## src/hdl/misaligned_access_decode_check_macros.svh

```systemverilog
// Assertion macros for the misaligned access decode and check block.
// Used by the top level; expects a clock named clk and a reset named arst_n in scope.
`ifndef MISALIGNED_ACCESS_DECODE_CHECK_MACROS_SVH
`define MISALIGNED_ACCESS_DECODE_CHECK_MACROS_SVH
`ifndef ASSERT_OFF
// Checked while out of reset only.
`define MADC_ASSERT(lbl, prop, msg) \
	lbl: assert property (@(posedge clk) disable iff (!arst_n) prop) else $error(msg);
// Checked at every edge, reset included.
`define MADC_ASSERT_ALWAYS(lbl, prop, msg) \
	lbl: assert property (@(posedge clk) prop) else $error(msg);
`else
`define MADC_ASSERT(lbl, prop, msg)
`define MADC_ASSERT_ALWAYS(lbl, prop, msg)
`endif
`endif

```

## src/hdl/madc_pkg.sv

```systemverilog
// Shared types and codes for the misaligned access decode and check block.
// No dependencies.
package madc_pkg;

	localparam int MADC_EFFECTIVE_BITS = 32;
	localparam logic [31:0] MADC_USER_LIMIT_RST = 32'h8000_0000;

	// Configuration register indexes
	localparam logic CFG_FIXUP_ENABLE = 1'b0;
	localparam logic CFG_USER_LIMIT   = 1'b1;

	// Fault codes
	localparam logic [2:0] FAULT_OK         = 3'd0;
	localparam logic [2:0] FAULT_FIXUP_OFF  = 3'd1;
	localparam logic [2:0] FAULT_BAD_PC     = 3'd2;
	localparam logic [2:0] FAULT_UNKNOWN_OP = 3'd3;
	localparam logic [2:0] FAULT_NOT_SEXT   = 3'd4;
	localparam logic [2:0] FAULT_OVER_LIMIT = 3'd5;
	localparam logic [2:0] FAULT_FPU_KERNEL = 3'd6;

	// Access classes
	localparam logic [1:0] CLS_LOAD   = 2'd0;
	localparam logic [1:0] CLS_STORE  = 2'd1;
	localparam logic [1:0] CLS_FLOAD  = 2'd2;
	localparam logic [1:0] CLS_FSTORE = 2'd3;

	// ISA mode marked in pc[1:0]
	localparam logic [1:0] PC_MODE_32 = 2'd1;

	// Major opcodes, bits 31..26
	localparam logic [5:0] MAJ_LDW   = 6'h21;
	localparam logic [5:0] MAJ_LDUW  = 6'h2c;
	localparam logic [5:0] MAJ_LDL   = 6'h22;
	localparam logic [5:0] MAJ_LDQ   = 6'h23;
	localparam logic [5:0] MAJ_STW   = 6'h29;
	localparam logic [5:0] MAJ_STL   = 6'h2a;
	localparam logic [5:0] MAJ_STQ   = 6'h2b;
	localparam logic [5:0] MAJ_LDX   = 6'h10;
	localparam logic [5:0] MAJ_STX   = 6'h18;
	localparam logic [5:0] MAJ_FLDS  = 6'h25;
	localparam logic [5:0] MAJ_FLDP  = 6'h26;
	localparam logic [5:0] MAJ_FLDD  = 6'h27;
	localparam logic [5:0] MAJ_FLDX  = 6'h07;
	localparam logic [5:0] MAJ_FSTS  = 6'h2d;
	localparam logic [5:0] MAJ_FSTP  = 6'h2e;
	localparam logic [5:0] MAJ_FSTD  = 6'h2f;
	localparam logic [5:0] MAJ_FSTX  = 6'h0f;

	// Minor opcodes, bits 19..16, indexed forms
	localparam logic [3:0] MIN_W   = 4'h1;
	localparam logic [3:0] MIN_UW  = 4'h5;
	localparam logic [3:0] MIN_L   = 4'h2;
	localparam logic [3:0] MIN_Q   = 4'h3;
	localparam logic [3:0] MIN_FS  = 4'h8;
	localparam logic [3:0] MIN_FP  = 4'hd;
	localparam logic [3:0] MIN_FD  = 4'h9;

	typedef struct packed {
		logic [63:0] pc;
		logic [31:0] opcode;
		logic        from_user;
		logic [63:0] base_value;
		logic [63:0] index_value;
	} madc_in_t;

	typedef struct packed {
		logic [2:0]  fault_code;
		logic [1:0]  op_class;
		logic [1:0]  size_shift;
		logic        sign_extend;
		logic        paired;
		logic [63:0] eff_address;
		logic [5:0]  data_reg;
		logic [63:0] next_pc;
	} madc_out_t;

	typedef struct packed {
		logic       known;
		logic       indexed;
		logic [1:0] cls;
		logic [1:0] shift;
		logic       sext;
		logic       pair;
	} madc_kind_t;

endpackage

```

## src/hdl/madc_decode.sv

```systemverilog
// Opcode decoder: major and minor fields to access kind.
// Depends on madc_pkg.
module madc_decode
	import madc_pkg::*;
(
	input  logic [31:0] opcode,
	output madc_kind_t  kind
);

	logic [5:0] major;
	logic [3:0] minor;

	assign major = opcode[31:26];
	assign minor = opcode[19:16];

	function automatic madc_kind_t mk(logic idx, logic [1:0] cls, logic [1:0] sh,
			logic sx, logic pr);
		madc_kind_t k;
		k.known   = 1'b1;
		k.indexed = idx;
		k.cls     = cls;
		k.shift   = sh;
		k.sext    = sx;
		k.pair    = pr;
		return k;
	endfunction

	always_comb begin
		kind = '0;
		unique case (major)
			MAJ_LDW:  kind = mk(1'b0, CLS_LOAD, 2'd1, 1'b1, 1'b0);
			MAJ_LDUW: kind = mk(1'b0, CLS_LOAD, 2'd1, 1'b0, 1'b0);
			MAJ_LDL:  kind = mk(1'b0, CLS_LOAD, 2'd2, 1'b1, 1'b0);
			MAJ_LDQ:  kind = mk(1'b0, CLS_LOAD, 2'd3, 1'b0, 1'b0);
			MAJ_STW:  kind = mk(1'b0, CLS_STORE, 2'd1, 1'b0, 1'b0);
			MAJ_STL:  kind = mk(1'b0, CLS_STORE, 2'd2, 1'b0, 1'b0);
			MAJ_STQ:  kind = mk(1'b0, CLS_STORE, 2'd3, 1'b0, 1'b0);
			MAJ_LDX: begin
				unique case (minor)
					MIN_W:   kind = mk(1'b1, CLS_LOAD, 2'd1, 1'b1, 1'b0);
					MIN_UW:  kind = mk(1'b1, CLS_LOAD, 2'd1, 1'b0, 1'b0);
					MIN_L:   kind = mk(1'b1, CLS_LOAD, 2'd2, 1'b1, 1'b0);
					MIN_Q:   kind = mk(1'b1, CLS_LOAD, 2'd3, 1'b0, 1'b0);
					default: kind = '0;
				endcase
			end
			MAJ_STX: begin
				unique case (minor)
					MIN_W:   kind = mk(1'b1, CLS_STORE, 2'd1, 1'b0, 1'b0);
					MIN_L:   kind = mk(1'b1, CLS_STORE, 2'd2, 1'b0, 1'b0);
					MIN_Q:   kind = mk(1'b1, CLS_STORE, 2'd3, 1'b0, 1'b0);
					default: kind = '0;
				endcase
			end
			MAJ_FLDS: kind = mk(1'b0, CLS_FLOAD, 2'd2, 1'b0, 1'b0);
			MAJ_FLDP: kind = mk(1'b0, CLS_FLOAD, 2'd3, 1'b0, 1'b1);
			MAJ_FLDD: kind = mk(1'b0, CLS_FLOAD, 2'd3, 1'b0, 1'b0);
			MAJ_FLDX: begin
				unique case (minor)
					MIN_FS:  kind = mk(1'b1, CLS_FLOAD, 2'd2, 1'b0, 1'b0);
					MIN_FP:  kind = mk(1'b1, CLS_FLOAD, 2'd3, 1'b0, 1'b1);
					MIN_FD:  kind = mk(1'b1, CLS_FLOAD, 2'd3, 1'b0, 1'b0);
					default: kind = '0;
				endcase
			end
			MAJ_FSTS: kind = mk(1'b0, CLS_FSTORE, 2'd2, 1'b0, 1'b0);
			MAJ_FSTP: kind = mk(1'b0, CLS_FSTORE, 2'd3, 1'b0, 1'b1);
			MAJ_FSTD: kind = mk(1'b0, CLS_FSTORE, 2'd3, 1'b0, 1'b0);
			MAJ_FSTX: begin
				unique case (minor)
					MIN_FS:  kind = mk(1'b1, CLS_FSTORE, 2'd2, 1'b0, 1'b0);
					MIN_FP:  kind = mk(1'b1, CLS_FSTORE, 2'd3, 1'b0, 1'b1);
					MIN_FD:  kind = mk(1'b1, CLS_FSTORE, 2'd3, 1'b0, 1'b0);
					default: kind = '0;
				endcase
			end
			default: kind = '0;
		endcase
	end

endmodule

```

## src/hdl/madc_check.sv

```systemverilog
// Effective address forming and fault prioritization for one decoded access.
// Depends on madc_pkg.
module madc_check
	import madc_pkg::*;
#(
	parameter int EFFECTIVE_BITS = MADC_EFFECTIVE_BITS
) (
	input  madc_in_t    item,
	input  madc_kind_t  kind,
	input  logic        fixup_enable,
	input  logic [31:0] user_limit,
	output madc_out_t   result
);

	// Bits 63 down to EFFECTIVE_BITS-1 must all match
	localparam int TOP_W = 65 - EFFECTIVE_BITS;

	logic [63:0]      disp_sx;
	logic [63:0]      addend;
	logic [63:0]      addr;
	logic [TOP_W-1:0] addr_top;
	logic             sext_ok;
	logic             over_limit;
	logic [2:0]       code;
	logic             early;

	assign disp_sx  = {{54{item.opcode[19]}}, item.opcode[19:10]};
	assign addend   = kind.indexed ? item.index_value : (disp_sx << kind.shift);
	assign addr     = item.base_value + addend;
	assign addr_top = addr[63 -: TOP_W];
	assign sext_ok  = (addr_top == '0) || (addr_top == '1);
	assign over_limit = addr >= {32'd0, user_limit};

	always_comb begin
		if (!fixup_enable) begin
			code = FAULT_FIXUP_OFF;
		end else if (item.pc[1:0] != PC_MODE_32) begin
			code = FAULT_BAD_PC;
		end else if (!kind.known) begin
			code = FAULT_UNKNOWN_OP;
		end else if (!sext_ok) begin
			code = FAULT_NOT_SEXT;
		end else if (item.from_user && over_limit) begin
			code = FAULT_OVER_LIMIT;
		end else if (!item.from_user && kind.cls[1]) begin
			code = FAULT_FPU_KERNEL;
		end else begin
			code = FAULT_OK;
		end
	end

	assign early = (code == FAULT_FIXUP_OFF) || (code == FAULT_BAD_PC) ||
		(code == FAULT_UNKNOWN_OP);

	always_comb begin
		result.fault_code  = code;
		result.op_class    = early ? '0 : kind.cls;
		result.size_shift  = early ? '0 : kind.shift;
		result.sign_extend = early ? 1'b0 : kind.sext;
		result.paired      = early ? 1'b0 : kind.pair;
		result.eff_address = early ? '0 : addr;
		result.data_reg    = early ? '0 : item.opcode[9:4];
		result.next_pc     = (code == FAULT_OK) ? item.pc + 64'd4 : item.pc;
	end

endmodule

```

## src/hdl/misaligned_access_decode_check.sv

```systemverilog
// Misaligned access decode and check: input register, decode and check, result register.
// The input register captures an accepted transfer; the result register holds its result
// and drives result_valid. Throughput: one transfer every cycle, set by one registered
// pass of decode, a 64-bit add and the limit compare; busy stays low, nothing is held off.
// Reset (arst_n low, asynchronous) clears the valid flags, sets fixup_enable to 1 and
// user_limit to 0x80000000. Depends on madc_pkg, madc_decode, madc_check and the macros.
`include "misaligned_access_decode_check_macros.svh"
module misaligned_access_decode_check
	import madc_pkg::*;
#(
	parameter int EFFECTIVE_BITS = MADC_EFFECTIVE_BITS
) (
	input  logic        clk,
	input  logic        arst_n,
	input  logic        start,
	output logic        busy,
	input  madc_in_t    item,
	output logic        result_valid,
	output madc_out_t   result,
	input  logic        cfg_we,
	input  logic        cfg_index,
	input  logic [31:0] cfg_wdata
);

	logic        fixup_enable_q;
	logic [31:0] user_limit_q;

	logic        valid_s1;
	madc_in_t    item_s1;
	logic        valid_s2;
	madc_out_t   result_s2;

	madc_kind_t  kind;
	madc_out_t   result_next;
	logic        take;

	// Every cycle is open for a new transfer: both stages advance unconditionally.
	assign busy = 1'b0;
	assign take = start && !busy;

	// Writes land directly; the user must write only with nothing in flight; not enforced.
	always_ff @(posedge clk or negedge arst_n) begin
		if (!arst_n) begin
			fixup_enable_q <= 1'b1;
			user_limit_q   <= MADC_USER_LIMIT_RST;
		end else if (cfg_we) begin
			unique case (cfg_index)
				CFG_FIXUP_ENABLE: fixup_enable_q <= cfg_wdata[0];
				CFG_USER_LIMIT:   user_limit_q   <= cfg_wdata;
				default:          ;
			endcase
		end
	end

	// Stage 1: capture the trapping instruction and its operands.
	always_ff @(posedge clk or negedge arst_n) begin
		if (!arst_n) begin
			valid_s1 <= 1'b0;
		end else begin
			valid_s1 <= take;
		end
	end

	always_ff @(posedge clk) begin
		if (take) begin
			item_s1 <= item;
		end
	end

	madc_decode u_decode (
		.opcode (item_s1.opcode),
		.kind   (kind)
	);

	madc_check #(
		.EFFECTIVE_BITS (EFFECTIVE_BITS)
	) u_check (
		.item         (item_s1),
		.kind         (kind),
		.fixup_enable (fixup_enable_q),
		.user_limit   (user_limit_q),
		.result       (result_next)
	);

	// Stage 2: hold the finished result for exactly one cycle of strobe.
	always_ff @(posedge clk or negedge arst_n) begin
		if (!arst_n) begin
			valid_s2 <= 1'b0;
		end else begin
			valid_s2 <= valid_s1;
		end
	end

	always_ff @(posedge clk) begin
		if (valid_s1) begin
			result_s2 <= result_next;
		end
	end

	assign result_valid = valid_s2;
	assign result       = result_s2;

	// Every captured item yields exactly one result in the following cycle.
	`MADC_ASSERT(a_stage_advance, valid_s1 |=> result_valid, "stage 1 item produced no result")
	`MADC_ASSERT_ALWAYS(a_no_phantom, !valid_s1 |=> !result_valid, "result without an item")
	// Early faults clear the decoded fields and the address.
	`MADC_ASSERT(a_early_zero,
		result_valid && (result.fault_code == FAULT_FIXUP_OFF ||
		result.fault_code == FAULT_BAD_PC || result.fault_code == FAULT_UNKNOWN_OP)
		|-> (result.eff_address == '0 && result.op_class == '0 && result.data_reg == '0),
		"early fault left decoded fields set")
	// A kernel FPU fault comes only from an FPU class.
	`MADC_ASSERT(a_fpu_kernel_cls,
		result_valid && result.fault_code == FAULT_FPU_KERNEL |-> result.op_class[1],
		"fpu-in-kernel fault on integer access")
	// With fixups off every result reports that fault first.
	`MADC_ASSERT(a_fixup_off,
		result_valid && !fixup_enable_q |-> result.fault_code == FAULT_FIXUP_OFF,
		"fixup disabled but another code reported")

endmodule

```

## config.mk

```make
export PLATFORM = sky130hd
export DESIGN_NAME = misaligned_access_decode_check
export DESIGN_NICKNAME = d
export VERILOG_FILES = /design/src/hdl/madc_pkg.sv /design/src/hdl/madc_decode.sv /design/src/hdl/madc_check.sv /design/src/hdl/misaligned_access_decode_check.sv
export VERILOG_INCLUDE_DIRS = /design/src /design/src/hdl
export SDC_FILE = /design/constraint.sdc
export NUM_CORES = 1
export LEC_CHECK = 0
export BUFFER_PORTS_ARGS = -buffer_cell sky130_fd_sc_hd__buf_2
export CORE_ASPECT_RATIO = 0.75
export CORE_MARGIN = 5
export CORE_UTILIZATION = 50
export DETAILED_ROUTE_END_ITERATION = 16
export GPL_TIMING_DRIVEN = 0
export PLACE_DENSITY = 0.73
export SYNTH_ARGS = -nofsm -noshare
export SYNTH_HDL_FRONTEND = slang
export SYNTH_HIERARCHICAL = 1
export SYNTH_SLANG_ARGS = --single-unit
export TNS_END_PERCENT = 50
```

## constraint.sdc

```tcl
create_clock -name clk -period 17.3 [get_ports clk]
set_clock_uncertainty 0.05 [all_clocks]
set_input_delay 1.73 -clock clk [delete_from_list [all_inputs] [get_ports clk]]
set_output_delay 1.73 -clock clk [all_outputs]
set_load 0.02 [all_outputs]
```

After elaboration in Yosys (flattened, before gate mapping)
Index checks and enable logic that the tools add are counted.
{"block": "word_totals", "register_bits": 403, "output_inout_bits": 145, "in_bits": 262, "elab_cells": 74}
{"block": "classes", "order_cmp": 1, "addsub": 2, "n_eq_ne": 29, "reduce_logical": 10, "n_mux": 13, "shifts": 1, "bitwise": 1}
{"operator": "$pmux W8 S17", "count": 1}
{"operator": "$mux W64", "count": 2}
{"operator": "$eq A6 B6 Y1 const B", "count": 13}
{"operator": "$pmux W8 S3", "count": 3}
{"operator": "$add A64 B3 Y64 const B", "count": 1}
{"operator": "$add A64 B64 Y64", "count": 1}
{"operator": "$ge A64 B32 Y1", "count": 1}
{"operator": "$shl A64 B2 Y64", "count": 1}
{"operator": "$eq A33 B33 Y1 const B", "count": 1}
{"operator": "$logic_not A33 Y1", "count": 1}
{"operator": "$pmux W8 S4", "count": 1}
{"operator": "$mux W3", "count": 6}
{"operator": "$eq A4 B4 Y1 const B", "count": 3}
{"operator": "$eq A6 B5 Y1 const B", "count": 2}
{"operator": "$eq A4 B2 Y1 const B", "count": 2}
{"operator": "$eq A3 B2 Y1 const B", "count": 2}
{"operator": "$eq A6 B3 Y1 const B", "count": 1}
{"operator": "$eq A6 B4 Y1 const B", "count": 1}
{"operator": "$eq A4 B1 Y1 const B", "count": 1}
{"operator": "$eq A4 B3 Y1 const B", "count": 1}
{"operator": "$reduce_and A2 Y1", "count": 2}
{"operator": "$eq A3 B1 Y1 const B", "count": 1}
{"operator": "$logic_not A3 Y1", "count": 1}
{"operator": "$logic_or A1 B1 Y1", "count": 3}
{"operator": "4 further kinds", "count": 5}

Logic depth before layout (Yosys ltp)
Gate-level depths: netlist (run 1).
{"block": "logic_depth", "word_depth": 16, "ltp_mapped": 34, "mapped_depth_nobuf": 30}

By module
Netlist (run 1), hierarchy kept.
{"module": "misaligned_access_decode_check", "area_per_inst_um2": 12502.0, "cells_per_inst": 443, "n_inst": 1, "seq_area_each_um2": 11928.9}
{"module": "madc_check", "area_per_inst_um2": 8196.6, "cells_per_inst": 1329, "n_inst": 1, "seq_area_each_um2": 0.0}
{"module": "madc_decode", "area_per_inst_um2": 284.0, "cells_per_inst": 39, "n_inst": 1, "seq_area_each_um2": 0.0}

Worst setup path before layout (run 1)
No wires, ideal clock.
{"block": "synth_timing", "path_type": "register to register", "startpoint": "reg item_s1[156] (netlist name)", "endpoint": "reg result_s2, in the netlist result[59], data pin", "setup_ns": 0.259, "synth_period_minus_slack_ns": 6.921, "stages_incl_launch_ff": 25, "path_slack_ns": 10.379, "required_time_ns": 16.991, "t_arrival_ns": 6.611, "n_path_buf": 4, "path_cell_list": "edfxtp_1 > buf_6 > nor2_2 > nand3_1 > o211ai_1 > buf_1 > mux2_2 > o21ai_0 > o21ai_0 > ha_1 > and3_1 > a221o_1 > nand4_1 > a31oi_1 > or4_1 > o311a_1 > xnor2_1 > or4b_1 > or4_1 > or4_1 > clkbuf_1 > a2111oi_4 > buf_2 > o2111ai_1 > xnor2_1"}
{"element": "start: declaration", "line": "misaligned_access_decode_check.sv:29", "rtl": "madc_in_t item_s1;"}
{"element": "start signal: assignment", "line": "misaligned_access_decode_check.sv:66", "rtl": "item_s1 <= item;"}
{"element": "end signal: assignment", "line": "misaligned_access_decode_check.sv:96", "rtl": "result_s2 <= result_next;"}
{"element": "end: declaration", "line": "misaligned_access_decode_check.sv:31", "rtl": "madc_out_t result_s2;"}

==> metrics.txt, run 1 <==
CP startpoint kind=flip-flop; number of global-route vias before repair=15.4k; CTS Hold Buffers Added=0; WL per Instance=21.0 um; first-pass GRT wire length=88.4 mm; # resized after CTS=0; Net count, final=2600; Post-CTS Setup Repair Bufs=0; origin of the critical flop-to-flop path=item_s1[155]$_DFFE_PP_; Tmin final=9.37 ns; post-route ant nets=0; Die H=186 um; final WL=58.9 mm; Switching Share=0.307; Num CTS Buffers=40; Top Ports=407; initial antenna violation count=4; GRT met3 Usage=0.0357; clock power share=0.314; Cell Pwr Density=107 nW/um^2; fillers=3388; Die Span X=245 um; DR vias=15.9k; actual slew at the worst max-slew pin=1.17 ns; GRT Total Usage=0.248; Crit. Startpoint=item_s1[155]$_DFFE_PP_; Max-cap violations=0; r2r setup slk=7.93 ns; CP required=17.52 ns; dpl ws=8.05 ns; worst reg-to-reg path cell count=24; Net Switching=810 uW; final hold slack=0.463 ns; grt peak-use layer=met2; GRT met1 Usage=0.366; Post-DP HPWL=45.7 mm; root buffer cell=clkbuf_16; static leakage=0.0101 uW; clock buffer depth=3; Setup WS post-layout=7.93 ns; Worst Path Arrival=9.59 ns; Post-Synthesis Cells=1801; crit share post-route=0.542; drt first pass iters=5; Crit Path Category=flip-flop to flip-flop; Slew HR=0.219; crit-path max FO=10; Reg area=11600 sq um; VDD IR-drop max=76.6 uV; TNS Setup=0 ns; fin. max-slew vios=0; CP endpoint kind=flip-flop; Layout Cells excl Fill=2799; GR Util met2=0.391; clk sink count=393; core area=40800 sq um; Reg2Reg Capture Point=result[56]$_DFFE_PP_; RSZ-0062 raised after global routing=no; Comb power frac=0.245; setup violators final=0; synthesis warning total=6; Reg power frac=0.441; DRT iter0 DRCs=1376; synthesized area=20700 sq um; Initial Utilization=0.506; PortBufs=395; Congestion Overflow GR=0; internal power=1830 uW; HP Class=flip-flop to flip-flop; Multi-input gate area=8410 sq um; Setup crit end=result[56]$_DFFE_PP_; fraction of final layout cells sized beyond drive strength 1=0.234; largest net degree at the start of global routing=118; Inst Count DP=2727; number of H-tree levels=2; row count=64; DRC=0; Layout area overhead=19.2%; Worst-path clk slew=0.07 ns; FMAX=0.107 GHz; CTS tree=built; final hold viol count=0; Avg Cell Area, Syn=11.5 sq um; Die ar.=45600 sq um; syn_nets=2160; hold depth=1; status=complete, no violations; Clock Latency Late Sink=0.55 ns; Vias/cell=5.70; Final GP Congestion=0.927
## power groups by stage
stage	clock network, uW	logic [uW]	registers (uW)
floorplan	0	385	1210
finish	827	647	1160
global route	890	705	1170
detailed placement	0	631	1180
CTS	846	637	1160
global placement	0	612	1190
## critical path: stages (launching register included)
cell and delay, ns:
edfxtp_1 0.52, nor2_2 0.25, nand3_1 0.18, o211ai_1 0.40, buf_1 0.53, mux2i_1 0.32, nor2_1 0.07, a21oi_1 0.41
o21ai_0 0.16, ha_1 0.29, buf_2 0.20, inv_1 0.08, nor3_1 0.63, nand4_1 0.30, a31oi_1 0.43, or4_1 0.21
o311a_1 0.35, mux2i_1 0.56, nand2_1 0.09, or4_1 0.52, or4b_1 0.68, o32ai_1 1.00, clkbuf_1 0.51, o21ai_1 0.16
xnor2_1 0.18
## per-stage QoR
stage | util | total power (uW) | cell area, sq um
5_1_grt | 0.604 | 2770 | 24700
4_1_cts | 0.603 | 2650 | 24600
6_report | 0.604 | 2640 | 24700
3_5_place_dp | 0.573 | 1810 | 23400
2_1_floorplan | - | 1590 | 20700
3_3_place_gp | 0.571 | 1800 | 23300
## placed cells by master (no fill, tap or decap), types with 30 or more instances in the layout
cell	instances
and2_1	44
ha_1	96
o21ai_0	81
clkbuf_1	73
clkbuf_16	41
buf_2	404
and3_1	44
nand2_1	231
o211ai_1	42
nor3_1	42
nand4_1	39
inv_1	67
mux2_4	30
nor2_1	103
xnor2_1	96
dfrtp_1	32
edfxtp_1	358
a21oi_1	101
## flip-flops by register name, summed over array words and instances (netlist names)
signal          count
fixup_enable_q      1
valid_s1            1
result            143
result_valid        1
user_limit_q       32
item_s1           215
## area by class of cell
type,instances,area share
Clock inverter,21,0.00721
Inverter,67,0.0102
Multi-Input combinational cell,1257,0.341
Clock buffer,48,0.0427
Timing Repair Buffer,398,0.0839
Antenna cell,3,0.000305
Sequential cell,393,0.472
Buffer,84,0.0160
Tap cell,528,0.0268
## worst min-delay path by stage
stage	from	endpoint	slack [ns]
final	user_limit_q[3]$_DFFE_PN0P_	user_limit_q[3]$_DFFE_PN0P_	0.46
after global placement	user_limit_q[14]$_DFFE_PN0P_	user_limit_q[14]$_DFFE_PN0P_	0.45
after detailed placement	user_limit_q[30]$_DFFE_PN0P_	user_limit_q[30]$_DFFE_PN0P_	0.44
after CTS	user_limit_q[11]$_DFFE_PN0P_	user_limit_q[11]$_DFFE_PN0P_	0.47
after floorplan	user_limit_q[10]$_DFFE_PN0P_	user_limit_q[10]$_DFFE_PN0P_	0.43
after global routing	user_limit_q[15]$_DFFE_PN0P_	user_limit_q[15]$_DFFE_PN0P_	0.48
## metal layers
metal / vias up / part of all wire
li1: 7576 / -
met1: 7594 / 0.44
met2: 683 / 0.45
met3: 95 / 0.075
met4: 0 / 0.027
met5: - / 0
Note: power is estimated with default switching activity, not from simulation.
==> inputs of run 2 (changes only) <==
--- a/config.mk
+++ b/config.mk
@@ -12,7 +12,7 @@
 export CORE_UTILIZATION = 50
 export DETAILED_ROUTE_END_ITERATION = 16
 export GPL_TIMING_DRIVEN = 0
-export PLACE_DENSITY = 0.73
+export PLACE_DENSITY = 0.76
 export SYNTH_ARGS = -nofsm -noshare
 export SYNTH_HDL_FRONTEND = slang
 export SYNTH_HIERARCHICAL = 1
==> constraint.sdc (replaced) <==
create_clock -name clk -period 7.7 [get_ports clk]
set_clock_uncertainty 0.05 [all_clocks]
set_input_delay 0.77 -clock clk [delete_from_list [all_inputs] [get_ports clk]]
set_output_delay 0.77 -clock clk [all_outputs]
set_load 0.02 [all_outputs]
==> run 2 against run 1 <==
  * Clock power grew 140%
  * Sequential power grew 130%
  * Routed wire length grew 4.7%
  * Flip-flop and latch count is the same
  * Die area is the same
  * First-iteration DRC count shrank 1.2%
  * Via count grew 3.0%
  * Utilization grew 1.5 points
  * Critical path depth shrank 1
  * Largest power group unchanged
==> metrics.txt, run 2 (synthesis gave the netlist of run 1 again) <==
commonest cells after routing, fill and taps aside=399 x buf_2, 358 x edfxtp_1, 230 x nand2_1; Num CTS Buffers=41 (+2.5%); Die H=186 um (unchanged); clock buffer depth=3 (unchanged); Reg area=11600 sq um (unchanged); CP top delay family=simple AND/OR/NAND/NOR gates; internal power=4220 uW (+130%); Multi-input gate area=8730 sq um (+3.8%); number of global-route vias before repair=15.8k (+2.6%); Clock Latency Late Sink=0.56 ns (about the same); Congestion Overflow GR=0 (unchanged); status=complete, no violations; fin. max-slew vios=0 (unchanged); CTS Hold Buffers Added=0 (unchanged); routed length on met1=26.6 mm (+1.9%); DR top layer=met5; PortBufs=395 (unchanged); CP required=7.94 ns (-9.58 ns); clock power share=0.319 (+0.005); actual slew at the worst max-slew pin=0.912 ns (-0.257 ns); final WL=61.7 mm (+4.7%); VDD IR-drop max=205 uV (+170%); post-layout util=0.619 (+0.0152); final hold viol count=0 (unchanged); Worst Path Arrival=7.76 ns (-1.83 ns); GRT Total Usage=0.258 (+0.0103); cell area after layout=25300 sq um (+2.5%); Comb power frac=0.255 (+0.010); drt first pass iters=5 (unchanged); Layout area overhead=22.2%; row count=64 (unchanged); total power=6130 uW (+130%); Reg with most FFs=item_s1; Slew HR=0.392 (+0.173); Cell Pwr Density=243 nW/um^2 (+130%); Post-DP HPWL=47.8 mm (+4.5%); Switching Share=0.313 (+0.00554); Final GP Congestion=1.01 (+9.2%); Crit Path Category=flip-flop to flip-flop; Top Ports=407 (unchanged); critical-path cell list=nor2_4 -> nand3_2 -> o211ai_1 -> buf_4 -> mux2_2 -> mux2i_4 -> o21ai_0 -> ha_1 -> a21o_1 -> a221o_1 -> nand4_1 -> a31oi_2 -> or4_1 -> o311a_4 -> mux2i_2 -> or4b_1 -> or4_1 -> or4_4 -> a2111oi_4 -> buf_6 -> clkbuf_4 -> o211ai_1 -> xnor2_2; clk sink count=393 (unchanged); slowest stage cell, crit path=or4_1; Worst-path clk slew=0.06 ns (about the same); largest net degree at the start of global routing=112 (-5.1%); FMAX=0.133 GHz (+25%); met3 WL post-DR=4.96 mm (+12%); WL per Instance=21.8 um (+3.8%); root buffer cell=clkbuf_16; Largest register FFs=215 (unchanged); HP Class=input pin to async pin; fraction of final layout cells sized beyond drive strength 1=0.273 (+0.0398); DRT iter0 DRCs=1359 (-1.2%); Tmin final=7.52 ns (-1.85 ns); post-route ant nets=0 (unchanged); Placed Area=23400 sq um (unchanged); Met2 Routed Length=28.2 mm (+5.3%); Die Span X=245 um (unchanged); crit-path max FO=10 (unchanged); CP bufs+invs=3 (-1); DR vias=16.4k (+3.0%); Reg power frac=0.426 (-0.015); fillers=3260 (-3.8%); number of H-tree levels=2 (unchanged); first-pass GRT wire length=91.6 mm (+3.6%); crit share post-route=0.977 (+0.435); setup violators final=0 (unchanged); Initial Utilization=0.506 (unchanged); CTS tree=built; Net count, final=2615 (+0.58%); max incr delay on CP=0.59 ns (-0.41 ns); core area=40800 sq um (unchanged); Die ar.=45600 sq um (unchanged); Net Switching=1920 uW (+140%); initial antenna violation count=9 (+5); DRC=0 (unchanged); CP startpoint kind=flip-flop; static leakage=0.0103 uW (+2.7%); TNS Setup=0 ns (unchanged); most common cell after layout, fill and taps aside=buf_2; Max-cap violations=0 (unchanged); Vias/cell=5.82 (+2.1%); CP endpoint kind=flip-flop
run 2: cell count changes in the layout (fill, tap and decap cells not counted), sizes merged:
| cell | delta |
|---|---|
| diode | +4 |
| buf | +23 |
| inv | +1 |
| clkinv | +1 |
| clkbuf | -4 |
run 2: timing repair:
action,4_1_cts,5_1_grt
hold endpoints to repair,0,0
resized for setup,34,78
buffers inserted,9,15
pin swaps,3,16
endpoints found under the setup margin,65,64
cloned,0,0
run 2: final timing paths:
kind,startpoint,to,slack [ns],depth (start not counted)
setup / recovery,item_s1[155]$_DFFE_PP_,result[45]$_DFFE_PP_,0.18,23
hold / removal,arst_n,user_limit_q[6]$_DFFE_PN0P_,0.29,1
setup reg to reg,item_s1[155]$_DFFE_PP_,result[45]$_DFFE_PP_,0.18,23
hold reg to reg,user_limit_q[15]$_DFFE_PN0P_,user_limit_q[15]$_DFFE_PN0P_,0.46,1
max in group asynchronous,arst_n,valid_s1$_DFF_PN0_,6.62,1
min in group clk,item[134],item_s1[134]$_DFFE_PP_,0.34,1
run 2: cell type report:
class                      instances  area share
sequential                       393       0.460
multi-input combinational       1257       0.345
timing repair buffer             422      0.0892
clock buffer                      53      0.0444
tap                              528      0.0261
buffer                            74      0.0160
inverter                          67     0.00995
clock inverter                    23     0.00807
antenna                            7    0.000693
run 2: power groups by stage:
stage	combinational [uW]	clock, uW	sequential, uW
2_1_floorplan	865	0	2710
3_3_place_gp	1390	0	2680
3_5_place_dp	1440	0	2660
4_1_cts	1470	2000	2610
5_1_grt	1690	2100	2630
6_report	1560	1960	2610
run 2: metrics by stage:
| stage | worst slack [ns] | instances | hold slack, ns |
|---|---|---|---|
| 6_report | 0.179 | 2824 | 0.294 |
| 3_3_place_gp | -1.56 | 2724 | 0.446 |
| 2_1_floorplan | 0.779 | 1801 | 0.424 |
| 4_1_cts | 0.00391 | 2811 | 0.298 |
| 3_5_place_dp | -1.62 | 2727 | 0.443 |
| 5_1_grt | -0.0365 | 2822 | 0.315 |
run 2: routing by layer:
layer / vias up / track usage
li1: 7628 / -
met1: 7942 / 0.365
met2: 741 / 0.412
met3: 112 / 0.0490
met4: 4 / 0.0794
met5: - / 0
